**src/rtl/ps2km_pkg.sv**
```systemverilog
// shared types and constants for the ps2 scan code key matrix
`timescale 1ns / 1ps
package ps2km_pkg;

  localparam int ROW_COUNT = 24;
  localparam int ROW_W     = (ROW_COUNT > 1) ? $clog2(ROW_COUNT) : 1;
  localparam int KEY_W     = 10;

  localparam logic OP_BYTE = 1'b0;
  localparam logic OP_READ = 1'b1;

  localparam logic [7:0] K_F0 = 8'hF0;
  localparam logic [7:0] K_E0 = 8'hE0;
  localparam logic [7:0] K_E1 = 8'hE1;
  localparam logic [7:0] K_12 = 8'h12;
  localparam logic [7:0] K_14 = 8'h14;

  localparam logic [1:0] BASE_PLAIN = 2'b00;
  localparam logic [1:0] BASE_E0    = 2'b01;
  localparam logic [1:0] BASE_E1    = 2'b10;

  typedef enum logic [3:0] {
    P_NORMAL = 4'd0,
    P_F0     = 4'd1,
    P_F0_12  = 4'd2,
    P_E0     = 4'd3,
    P_E0_F0  = 4'd4,
    P_E1     = 4'd5,
    P_E1_F0  = 4'd6,
    P_S12    = 4'd7,
    P_S12_F0 = 4'd8
  } pst_t;

  typedef enum logic [1:0] {
    EV_NONE  = 2'd0,
    EV_MAKE  = 2'd1,
    EV_BREAK = 2'd2
  } evk_t;

  typedef struct packed {
    logic       opcode;
    logic [7:0] rx_byte;
    logic [4:0] row_index;
  } in_t;

  typedef struct packed {
    logic [31:0]      row_bits;
    logic [1:0]       event_kind;
    logic [KEY_W-1:0] key_code;
    logic [3:0]       parser_state;
  } out_t;

  typedef struct packed {
    evk_t             kind;
    logic [KEY_W-1:0] key;
  } pev_t;

endpackage

```
**src/rtl/ps2km_parser.sv**
```systemverilog
// prefix parser state machine for scan code set 2 bytes
`timescale 1ns / 1ps
module ps2km_parser (
  input  logic             clk,
  input  logic             rst_n,
  input  logic             step,
  input  logic [7:0]       rx_byte,
  output ps2km_pkg::pev_t  ev,
  output ps2km_pkg::pst_t  state
);

  ps2km_pkg::pst_t state_r;
  ps2km_pkg::pst_t state_nxt;

  always_ff @(posedge clk) begin
    if (!rst_n) begin
      state_r <= ps2km_pkg::P_NORMAL;
    end else if (step) begin
      state_r <= state_nxt;
    end
  end

  always_comb begin
    logic [1:0]      base;
    ps2km_pkg::evk_t kind;
    base      = ps2km_pkg::BASE_PLAIN;
    kind      = ps2km_pkg::EV_NONE;
    state_nxt = state_r;
    case (state_r)
      ps2km_pkg::P_F0: begin
        if (rx_byte == ps2km_pkg::K_12) begin
          state_nxt = ps2km_pkg::P_F0_12;
        end else begin
          kind      = ps2km_pkg::EV_BREAK;
          state_nxt = ps2km_pkg::P_NORMAL;
        end
      end
      ps2km_pkg::P_F0_12, ps2km_pkg::P_S12_F0: begin
        if (!(rx_byte inside {ps2km_pkg::K_12, ps2km_pkg::K_F0})) begin
          kind      = ps2km_pkg::EV_BREAK;
          base      = ps2km_pkg::BASE_E1;
          state_nxt = ps2km_pkg::P_NORMAL;
        end
      end
      ps2km_pkg::P_E0: begin
        if (rx_byte == ps2km_pkg::K_F0) begin
          state_nxt = ps2km_pkg::P_E0_F0;
        end else if (rx_byte == ps2km_pkg::K_12) begin
          state_nxt = ps2km_pkg::P_NORMAL;
        end else begin
          kind      = ps2km_pkg::EV_MAKE;
          base      = ps2km_pkg::BASE_E0;
          state_nxt = ps2km_pkg::P_NORMAL;
        end
      end
      ps2km_pkg::P_E0_F0: begin
        state_nxt = ps2km_pkg::P_NORMAL;
        if (rx_byte != ps2km_pkg::K_12) begin
          kind = ps2km_pkg::EV_BREAK;
          base = ps2km_pkg::BASE_E0;
        end
      end
      ps2km_pkg::P_E1: begin
        if (rx_byte == ps2km_pkg::K_F0) begin
          state_nxt = ps2km_pkg::P_E1_F0;
        end else if (rx_byte != ps2km_pkg::K_14) begin
          kind      = ps2km_pkg::EV_MAKE;
          base      = ps2km_pkg::BASE_E1;
          state_nxt = ps2km_pkg::P_NORMAL;
        end
      end
      ps2km_pkg::P_E1_F0: begin
        if (rx_byte == ps2km_pkg::K_14) begin
          state_nxt = ps2km_pkg::P_E1;
        end else begin
          kind      = ps2km_pkg::EV_BREAK;
          base      = ps2km_pkg::BASE_E1;
          state_nxt = ps2km_pkg::P_NORMAL;
        end
      end
      ps2km_pkg::P_S12: begin
        if (rx_byte == ps2km_pkg::K_F0) begin
          state_nxt = ps2km_pkg::P_S12_F0;
        end else if (rx_byte != ps2km_pkg::K_12) begin
          kind      = ps2km_pkg::EV_MAKE;
          base      = ps2km_pkg::BASE_E1;
          state_nxt = ps2km_pkg::P_NORMAL;
        end
      end
      default: begin
        if (rx_byte == ps2km_pkg::K_F0) begin
          state_nxt = ps2km_pkg::P_F0;
        end else if (rx_byte == ps2km_pkg::K_E0) begin
          state_nxt = ps2km_pkg::P_E0;
        end else if (rx_byte == ps2km_pkg::K_E1) begin
          state_nxt = ps2km_pkg::P_E1;
        end else if (rx_byte == ps2km_pkg::K_12) begin
          state_nxt = ps2km_pkg::P_S12;
        end else begin
          kind      = ps2km_pkg::EV_MAKE;
          state_nxt = ps2km_pkg::P_NORMAL;
        end
      end
    endcase
    ev.kind = kind;
    ev.key  = (kind == ps2km_pkg::EV_NONE) ? '0 : {base, rx_byte};
  end

  assign state = state_r;

endmodule

```
**src/rtl/ps2km_row_ram.sv**
```systemverilog
// key matrix row memory with per-row valid bits cleared at reset
`timescale 1ns / 1ps
module ps2km_row_ram (
  input  logic                       clk,
  input  logic                       rst_n,
  input  logic                       rd_en,
  input  logic [ps2km_pkg::ROW_W-1:0] rd_addr,
  output logic [31:0]                rd_data,
  input  logic                       wr_en,
  input  logic [ps2km_pkg::ROW_W-1:0] wr_addr,
  input  logic [31:0]                wr_data
);

  logic [31:0]                    mem [ps2km_pkg::ROW_COUNT];
  logic [ps2km_pkg::ROW_COUNT-1:0] vld_r;
  logic [31:0]                    rd_data_r;
  logic                           rd_vld_r;
  logic                           rd_ok;
  logic                           wr_ok;

  assign rd_ok = int'(rd_addr) < ps2km_pkg::ROW_COUNT;
  assign wr_ok = int'(wr_addr) < ps2km_pkg::ROW_COUNT;

  always_ff @(posedge clk) begin
    if (wr_en && wr_ok) begin
      mem[wr_addr] <= wr_data;
    end
    if (rd_en && rd_ok) begin
      rd_data_r <= mem[rd_addr];
    end
  end

  always_ff @(posedge clk) begin
    if (!rst_n) begin
      vld_r    <= '0;
      rd_vld_r <= 1'b0;
    end else begin
      if (wr_en && wr_ok) begin
        vld_r[wr_addr] <= 1'b1;
      end
      if (rd_en) begin
        rd_vld_r <= rd_ok && vld_r[rd_addr];
      end
    end
  end

  assign rd_data = rd_vld_r ? rd_data_r : '0;

endmodule

```
**src/rtl/ps2_scancode_key_matrix.sv**
```systemverilog
// top level: ps2 scan code set 2 decoder keeping a key matrix
//
// channel   ports                        direction  handshake
// request   start, busy, in_req          in         start && !busy
// result    out_valid, out_rsp           out        out_valid, one cycle
//
// a request is taken when start is high and busy is low; its result appears in the next cycle
// the row memory is read when a request is taken and written back while its result is shown
// busy is high while a result is pending, so no new request is taken while the last result is shown
// after reset the matrix reads as all zeros at once; no clearing pass
// the receiver cannot stall; results are shown for exactly one cycle
`timescale 1ns / 1ps
module ps2_scancode_key_matrix (
  input  logic             clk,
  input  logic             rst_n,
  input  logic             start,
  output logic             busy,
  input  ps2km_pkg::in_t   in_req,
  output logic             out_valid,
  output ps2km_pkg::out_t  out_rsp
);

  logic                            accept;
  logic                            step;
  ps2km_pkg::pev_t                 ev;
  ps2km_pkg::pst_t                 pstate;
  logic [ps2km_pkg::ROW_W-1:0]     rd_addr;
  logic [31:0]                     rd_data;
  logic                            wr_en;
  logic [31:0]                     wr_data;
  logic [31:0]                     bit_mask;

  logic                            pend_r;
  logic                            op_r;
  ps2km_pkg::pev_t                 ev_r;

  assign accept = start && !busy;
  assign step   = accept && (in_req.opcode == ps2km_pkg::OP_BYTE) && (in_req.rx_byte != '0);

  ps2km_parser u_parser (
    .clk     (clk),
    .rst_n   (rst_n),
    .step    (step),
    .rx_byte (in_req.rx_byte),
    .ev      (ev),
    .state   (pstate)
  );

  assign rd_addr = (in_req.opcode == ps2km_pkg::OP_READ)
                 ? in_req.row_index[ps2km_pkg::ROW_W-1:0]
                 : ev.key[5 +: ps2km_pkg::ROW_W];

  always_ff @(posedge clk) begin
    if (!rst_n) begin
      pend_r <= 1'b0;
    end else begin
      pend_r <= accept;
    end
  end

  always_ff @(posedge clk) begin
    if (accept) begin
      op_r <= in_req.opcode;
      if (step) begin
        ev_r <= ev;
      end else begin
        ev_r.kind <= ps2km_pkg::EV_NONE;
        ev_r.key  <= '0;
      end
    end
  end

  // row reads above the matrix come back as zero
  logic rd_in_range;
  assign rd_in_range = (in_req.opcode == ps2km_pkg::OP_BYTE)
                    || (int'(in_req.row_index) < ps2km_pkg::ROW_COUNT);

  ps2km_row_ram u_ram (
    .clk     (clk),
    .rst_n   (rst_n),
    .rd_en   (accept && rd_in_range),
    .rd_addr (rd_addr),
    .rd_data (rd_data),
    .wr_en   (wr_en),
    .wr_addr (ev_r.key[5 +: ps2km_pkg::ROW_W]),
    .wr_data (wr_data)
  );

  logic rd_in_range_r;
  always_ff @(posedge clk) begin
    if (accept) begin
      rd_in_range_r <= rd_in_range;
    end
  end

  assign bit_mask = 32'(1) << ev_r.key[4:0];
  assign wr_en    = pend_r && (op_r == ps2km_pkg::OP_BYTE)
                 && (ev_r.kind != ps2km_pkg::EV_NONE)
                 && (int'(ev_r.key[9:5]) < ps2km_pkg::ROW_COUNT);
  assign wr_data  = (ev_r.kind == ps2km_pkg::EV_MAKE) ? (rd_data | bit_mask)
                                                      : (rd_data & ~bit_mask);

  assign busy      = pend_r;
  assign out_valid = pend_r;

  always_comb begin
    out_rsp.row_bits     = ((op_r == ps2km_pkg::OP_READ) && rd_in_range_r) ? rd_data : '0;
    out_rsp.event_kind   = ev_r.kind;
    out_rsp.key_code     = ev_r.key;
    out_rsp.parser_state = pstate;
  end

  a_result_follows_request: assert property (@(posedge clk) disable iff (!rst_n)
    out_valid |-> $past(start && !busy))
    else $error("result without a request");

  a_no_event_no_key: assert property (@(posedge clk) disable iff (!rst_n)
    (out_valid && out_rsp.event_kind == ps2km_pkg::EV_NONE) |-> out_rsp.key_code == '0)
    else $error("key code reported without an event");

  a_read_keeps_state: assert property (@(posedge clk) disable iff (!rst_n)
    (out_valid && op_r == ps2km_pkg::OP_READ) |->
      (out_rsp.event_kind == ps2km_pkg::EV_NONE && $stable(pstate)))
    else $error("row read changed parser state or raised an event");

  a_read_no_write: assert property (@(posedge clk) disable iff (!rst_n)
    (pend_r && op_r == ps2km_pkg::OP_READ) |-> !wr_en)
    else $error("row read wrote the matrix");

endmodule

```
**config.mk**
```make
export PLATFORM = sky130hd
export DESIGN_NAME = ps2_scancode_key_matrix
export DESIGN_NICKNAME = d
export VERILOG_FILES = /design/src/rtl/ps2km_pkg.sv /design/src/rtl/ps2km_parser.sv /design/src/rtl/ps2km_row_ram.sv /design/src/rtl/ps2_scancode_key_matrix.sv
export SDC_FILE = /design/constraint.sdc
export NUM_CORES = 1
export LEC_CHECK = 0
export ABC_CLOCK_PERIOD_IN_PS = 3550
export BUFFER_PORTS_ARGS = -buffer_cell sky130_fd_sc_hd__buf_2
export CORE_ASPECT_RATIO = 0.7
export CORE_MARGIN = 4
export CORE_UTILIZATION = 39
export CTS_CLUSTER_DIAMETER = 100
export CTS_CLUSTER_SIZE = 20
export DETAILED_ROUTE_END_ITERATION = 16
export SLEW_MARGIN = 20
export SYNTH_ARGS = -nofsm -noshare
export SYNTH_HDL_FRONTEND = slang
export SYNTH_SLANG_ARGS = --single-unit
```
**constraint.sdc**
```tcl
create_clock -name clk -period 3.55 [get_ports clk]
set_input_delay 0.355 -clock clk [delete_from_list [all_inputs] [get_ports clk]]
set_output_delay 0.355 -clock clk [all_outputs]
set_load 0.02 [all_outputs]
```
* Yosys cells after proc, flatten, opt, wreduce, memory -nomap -nowiden
Memory sizes are Yosys's and may differ from the RTL's. A register that Yosys moved wholly into a read port is not among the register bits.
Index checks and enable logic that the tools add are counted.
** Operators by class
- Reductions and logical operators :: 21
- Add/sub/neg operators :: 0
- Bitwise gates (word level) :: 7
- $lt $le $gt $ge :: 6
- Equal/unequal tests :: 19
- Shift-type cells :: 1
- Div/mod/pow operators :: 0
- Multiplexer cells :: 42
- Multipliers :: 0
** Operators with widths (count)
- 32-bit 2-to-1 mux :: 3
- 32-bit bitwise AND :: 1
- 4-bit 2-to-1 mux :: 8
- 32-bit NOT :: 1
- 32-bit OR :: 1
- 1-bit by 5-bit left shift with 32-bit output (first input constant) :: 1
- 4-bit case mux with 7 select lines :: 1
- 8-bit equality test (second input constant) :: 3
- 2-bit 2-to-1 mux :: 12
- 24-bit OR :: 1
- 4-bit by 3-bit equality test with 1-bit output (second input constant) :: 4
- 8-bit by 5-bit equality test with 1-bit output (second input constant) :: 2
- 8-bit by 5-bit != test with 1-bit output (second input constant) :: 2
- 5-bit less-than comparator (second input constant) :: 3
- 2-bit case mux with 7 select lines :: 1
- 1-bit logical AND :: 12
- 5-bit by 6-bit less-than comparator with 1-bit output (second input constant) :: 2
- 2-bit case mux with 6 select lines :: 1
- 10-bit 2-to-1 mux :: 1
- 1-bit 2-to-1 mux :: 9
- 3-bit 2-to-1 mux :: 3
- 4-bit by 2-bit equality test with 1-bit output (second input constant) :: 2
- 8-bit nonzero test :: 1
- 3-bit by 1-bit != test with 1-bit output (second input constant) :: 2
- other kinds (15) :: 19
** Word-level totals
- Latch bits :: 0
- Register bits after elaboration :: 44
- Memories kept :: 1
- Bits in writable memories :: 768
- Memory bits (read-only) :: 0
- Logic and storage cells :: 106
- Input bits :: 17
- Output and inout bits :: 50
** Memory list
- u_ram.mem :: words 24, width 32, rd ports 1, clocked after Yosys merged registers in 1, write ports 1, line ps2km_row_ram.sv:14 : logic [31:0] mem [ps2km_pkg::ROW_COUNT];

* Depth between registers and ports, before layout
- Depth after elaboration :: 12
- Gate-level depth with buffers :: 12
- Depth with buffers taken out :: 8

* Hierarchy
From an unflattened synthesis, not the netlist that was laid out.
** Second synthesis, totals
- Cell total of the unflattened synthesis :: 1620
- Area, all modules :: 33658.5 sq um
** Modules (own cells, without submodules)
- ps2km_row_ram :: area an instance 31475.2 sq um, cells each 1357, times used 1
- ps2_scancode_key_matrix :: area an instance 1480.2 sq um, cells each 177, times used 1
- ps2km_parser :: area an instance 703.2 sq um, cells each 86, times used 1

* Worst setup path after synthesis
Ideal clock, no wire load.
- Kind :: reg-to-reg
- Start :: reg pend_r (netlist: busy)
- End :: mem u_ram.mem[16][0], enable pin
- Data required time :: 3.086 ns
- Period minus slack after synthesis :: 4.090 ns
- Path slack :: -0.540 ns
- Buffers on the path :: 0
- Arrival :: 3.626 ns
- Cell stages (with the launch flop) :: 5
- Cells stage by stage :: dfxtp_1 -> nor2b_1 -> o21ai_0 -> or4b_2 -> nor3_1
** On the way
- Longest elaborated chain between the ends :: 6
** Ends and longest elaborated chain
- start: declaration :: line ps2_scancode_key_matrix.sv:33 : logic pend_r;
- start signal: assignment :: line ps2_scancode_key_matrix.sv:57 : pend_r <= accept;
- 1-bit logical AND :: line ps2_scancode_key_matrix.sv:97 : assign wr_en = pend_r && (op_r == ps2km_pkg::OP_BYTE)
- 1-bit logical AND :: line ps2_scancode_key_matrix.sv:98 : && (ev_r.kind != ps2km_pkg::EV_NONE)
- 1-bit logical AND :: line ps2_scancode_key_matrix.sv:99 : && (int'(ev_r.key[9:5]) < ps2km_pkg::ROW_COUNT);
- 1-bit logical AND :: line ps2km_row_ram.sv:25 : if (wr_en && wr_ok) begin
- 1-bit 2-to-1 mux :: line ps2km_row_ram.sv:25
- 1-bit 2-to-1 mux (implied by the code) :: line ps2km_row_ram.sv:26 : mem[wr_addr] <= wr_data;
- end: declaration :: line ps2km_row_ram.sv:14
Every way passes these cells.

* Worst setup path after layout
- Start :: reg u_parser.state_r[0] (netlist: u_parser.state[0])
- End :: reg u_ram.rd_vld_r
** On the way
- Longest elaborated chain between the ends :: 9
- Elaborated cells on any way between the ends :: 18
** Ends and longest elaborated chain
- start: declaration :: line ps2km_parser.sv:12 : ps2km_pkg::pst_t state_r;
- start signal: assignment :: line ps2km_parser.sv:17 : state_r <= ps2km_pkg::P_NORMAL;
- start signal: assignment :: line ps2km_parser.sv:19 : state_r <= state_nxt;
- 4-bit by 2-bit equality test with 1-bit output / 4-bit equality test (equally long branches) :: line ps2km_parser.sv:29 : case (state_r)
- 2-bit OR reduction
- 2-bit case mux with 7 select lines :: line ps2km_parser.sv:29
- 2-bit zero test :: line ps2km_parser.sv:106 : ev.key = (kind == ps2km_pkg::EV_NONE) ? '0 : {base, rx_byte};
- 10-bit 2-to-1 mux (*) :: line ps2km_parser.sv:106
- 5-bit 2-to-1 mux (*) :: line ps2_scancode_key_matrix.sv:50 : ? in_req.row_index[ps2km_pkg::ROW_W-1:0]
- 1-bit binary-select mux with 5-bit select :: line ps2km_row_ram.sv:42 : rd_vld_r <= rd_ok && vld_r[rd_addr];
- 1-bit 2-to-1 mux (implied by the code) :: line ps2km_row_ram.sv:42
- 1-bit logical AND (*) :: line ps2km_row_ram.sv:42
- end signal: assignment :: line ps2km_row_ram.sv:42
- end: declaration :: line ps2km_row_ram.sv:17 : logic rd_vld_r;
Mark *: on every way between the ends. The rest lies on a longest branch, timed or not. The select of a mux whose other input is x is not followed.
A chain may end at the register's enable or synchronous reset.

==> impl_metrics.ini <==
[yosys]
syn_nets = 2414
avgSynthCellArea_um2 = 14.4
ys_async_sr_fraction = 0
synth_cells = 2397
ys.flop_type = edfxtp_1
yosys-top-cells-area = edfxtp_1 71%, mux2i_1 9.9%, nand2_1 4.6%
yosysSeqAreaShare = 0.726
synth_edf_count = 814
ys_warn_count = 0
syn-cell-area_um2 = 34500
synth_top_cell_by_area = edfxtp_1
ys_ff_latch = 844
yosysTopAreaCellShare = 0.708
synth.distinct_cells = 64

[clock_network]
post_cts_resize_count = 0
clock_latency_ns = 0.65
cts-buffers-inserted = 48
post-cts-setup-buffers = 0
clockBufferDepth = 3
cts_root_buf = clkbuf_16
h-tree-depth = 2
holdBufCountCts = 0
cts_tree = built
cts_sinks = 844
clk_pin_slew_ns = 0.09

[final_layout]
stdcell_area_um2 = 39300
multiInputGateArea_um2 = 9080
finalNetCount = 2565
drive_gt1_frac = 0.140
fillers = 7688
syn_to_final_growth_pct = 13.8
regArea_um2 = 25100
post-route-util = 0.452

[global_routing]
grt_pass1_wl_mm = 142
grt.total_usage = 0.208
gr-total-overflow = 0
antenna_found_initial = 2
grt_max_degree = 113
first_global_vias = 19800

[setup_path]
end_kind = flop
crit_path_max_incr_delay_ns = 0.48
critPathLaunch = u_parser.state[0]
rr_endpoint = u_ram.rd_vld_r
cp.arrival_ns = 3.90
crit_path_start_kind = flop
slowest_stage = o32ai_1
r2r_slack_ns = 0.14
r2r_start = u_parser.state[0]
critPathKind = reg -> reg
path_cells = buf_4, nor3_2, xnor2_1, a32o_1, o31ai_4, buf_12, buf_12, buf_4, a221oi_1, o211ai_1, o2111ai_1, o32ai_1
reg2reg_depth = 12
endpoint = u_ram.rd_vld_r
required_ns = 4.04
critPathMaxFanout = 20

[sta]
finalClockSkew_ns = 0.0346
slew_headroom = 0.194
whs_ns = 0.0750
worstMarginPinSlew_ns = 1.20
setup_viol = 0
period_minus_slack_ns = 3.41
hold_violations = 0
period_share = 0.962
fmax_mhz = 293
slew_violations = 0

[status]
status = finished clean

[floorplanning]
die_y_um = 257
start_util = 0.397
num_rows = 90
io_pins = 67
die_w_um = 364
core_um2 = 86900
dieArea_um2 = 93400

[place]
gp_congestion = 0.828
place_hpwl_mm = 56.1
dpl-instance-area_um2 = 37900
io_buffers = 66

[detailed_routing]
ant_nets = 0
via_count = 21300
wl_per_cell_um = 26.8
drt_iter0_drc = 2837
drt-vias-per-instance = 5.73
drt-total-wl_mm = 99.8
drc_errors = 0
drt_first_pass_iters = 6

[worst_hold_path]
hp-class = in -> reg

[flow_run]
cap_violations = 0

[power]
ir_drop_mv = 0.368
p_per_area_nw_per_um2 = 485
leakage_nw = 13.8
==> synthesized netlist by cell type (3+ instances only) <==
cell / n
nor2b_1: 5
and2_1: 23
nand2_1: 420
a22oi_1: 3
nor4b_1: 3
buf_4: 19
mux2_2: 14
buf_1: 19
nand3b_1: 7
nand2b_1: 10
edfxtp_1: 814
a211oi_1: 10
nor2_1: 129
a22o_1: 7
nor3b_1: 3
and3_1: 3
nand3_1: 110
inv_1: 5
dfxtp_1: 30
o2111ai_1: 24
a31oi_1: 7
o221ai_1: 4
o21ai_0: 70
mux2i_1: 340
a221oi_1: 12
xor2_1: 3
clkbuf_1: 75
a21oi_1: 114
o21a_1: 3
buf_6: 3
nor3_1: 11
buf_2: 23
a2111oi_1: 5
a32oi_1: 31
==> how the worst min path moves through the flow <==
stage,from,end,cells past startpoint
floorplan,u_ram.vld_r[13],u_ram.vld_r[13],2
global placement,u_ram.vld_r[13],u_ram.vld_r[13],2
detailed placement,u_ram.vld_r[1],u_ram.vld_r[1],2
CTS,in_req[3],rd_in_range_r,2
global route,rst_n,u_ram.vld_r[23],2
finish,in_req[3],rd_in_range_r,2
==> layout make-up <==
cell class | instances | area share
diodes | 1 | 0.0000637
clock buffers | 68 | 0.0336
clock inverters | 3 | 0.000956
inverters | 6 | 0.000574
multi-input cells | 1408 | 0.231
flip-flops and latches | 844 | 0.638
well taps | 1150 | 0.0366
repair buffers | 240 | 0.0590
==> sequential cells by signal, indices dropped and copies added (netlist names) <==
signal and flops:
u_ram.mem 768, busy 1, u_ram.rd_vld_r 1, u_ram.rd_data_r 32, u_ram.vld_r 24, out_rsp 12
op_r 1, u_parser.state 4, rd_in_range_r 1
==> cells by family after synthesis <==
family | after synthesis | share of synthesized area
AOI/OAI and AO/OA | 314 | 0.0595
muxes | 354 | 0.103
DFF | 844 | 0.726
xor gates and xnor gates | 4 | 0.00102
and+or+nand+nor | 736 | 0.0911
buffers and inverters | 145 | 0.0193
==> critical path: cells and delay by family, from the launching register on <==
family                 cells  cell delay (ns)
AO/OA/AOI/OAI              6             1.61
buffers and inverters      4             0.84
flip-flops                 1             0.39
AND/OR/NAND/NOR            1             0.25
XOR/XNOR                   1             0.12
==> power by group <==
| group | internal (mW) | switching [mW] | total (mW) | leakage, nW |
|---|---|---|---|---|
| clock | 2.59 | 3.15 | 5.74 | 0.655 |
| combinational | 0.818 | 1.41 | 2.23 | 5.35 |
| sequential | 11.0 | 0.0589 | 11.1 | 7.76 |
| total | 14.4 | 4.62 | 19.1 | 13.8 |
==> routing by layer <==
metal  share of wire  vias up  track usage
met4           0.019        0       0.0420
met3           0.097      134       0.0393
met2            0.43     1029        0.300
met1            0.46    10900        0.328
met5               0        -            0
li1                -     9293            -
==> cells in the final DEF, fill, tap and decap left out, types with 9 or more instances in the layout <==
master	n
nand2b_1	9
mux2_2	14
nand3_1	110
o21ai_0	55
a211oi_1	10
a221oi_1	12
nor2_4	22
buf_12	54
buf_2	66
a32oi_1	30
dfxtp_1	25
a21oi_1	114
and2_1	22
nor2_1	105
edfxtp_1	814
nand2_1	419
buf_4	119
o21ai_1	14
o2111ai_1	24
clkbuf_1	18
clkbuf_16	50
mux2i_1	339
==> per-stage QoR <==
stage               total power [mW]   TNS, ns  std cells  setup slack, ns
detailed placement              13.5    -0.669       3648           -0.200
global placement                13.5    -0.225       3648           -0.130
floorplan                       12.6         0       2397            0.312
finish                          19.1         0       3720            0.136
global route                    19.7  -0.00794       3719         -0.00775
CTS                             19.1         0       3719           0.0180
Power figures use the tool's default switching activity.
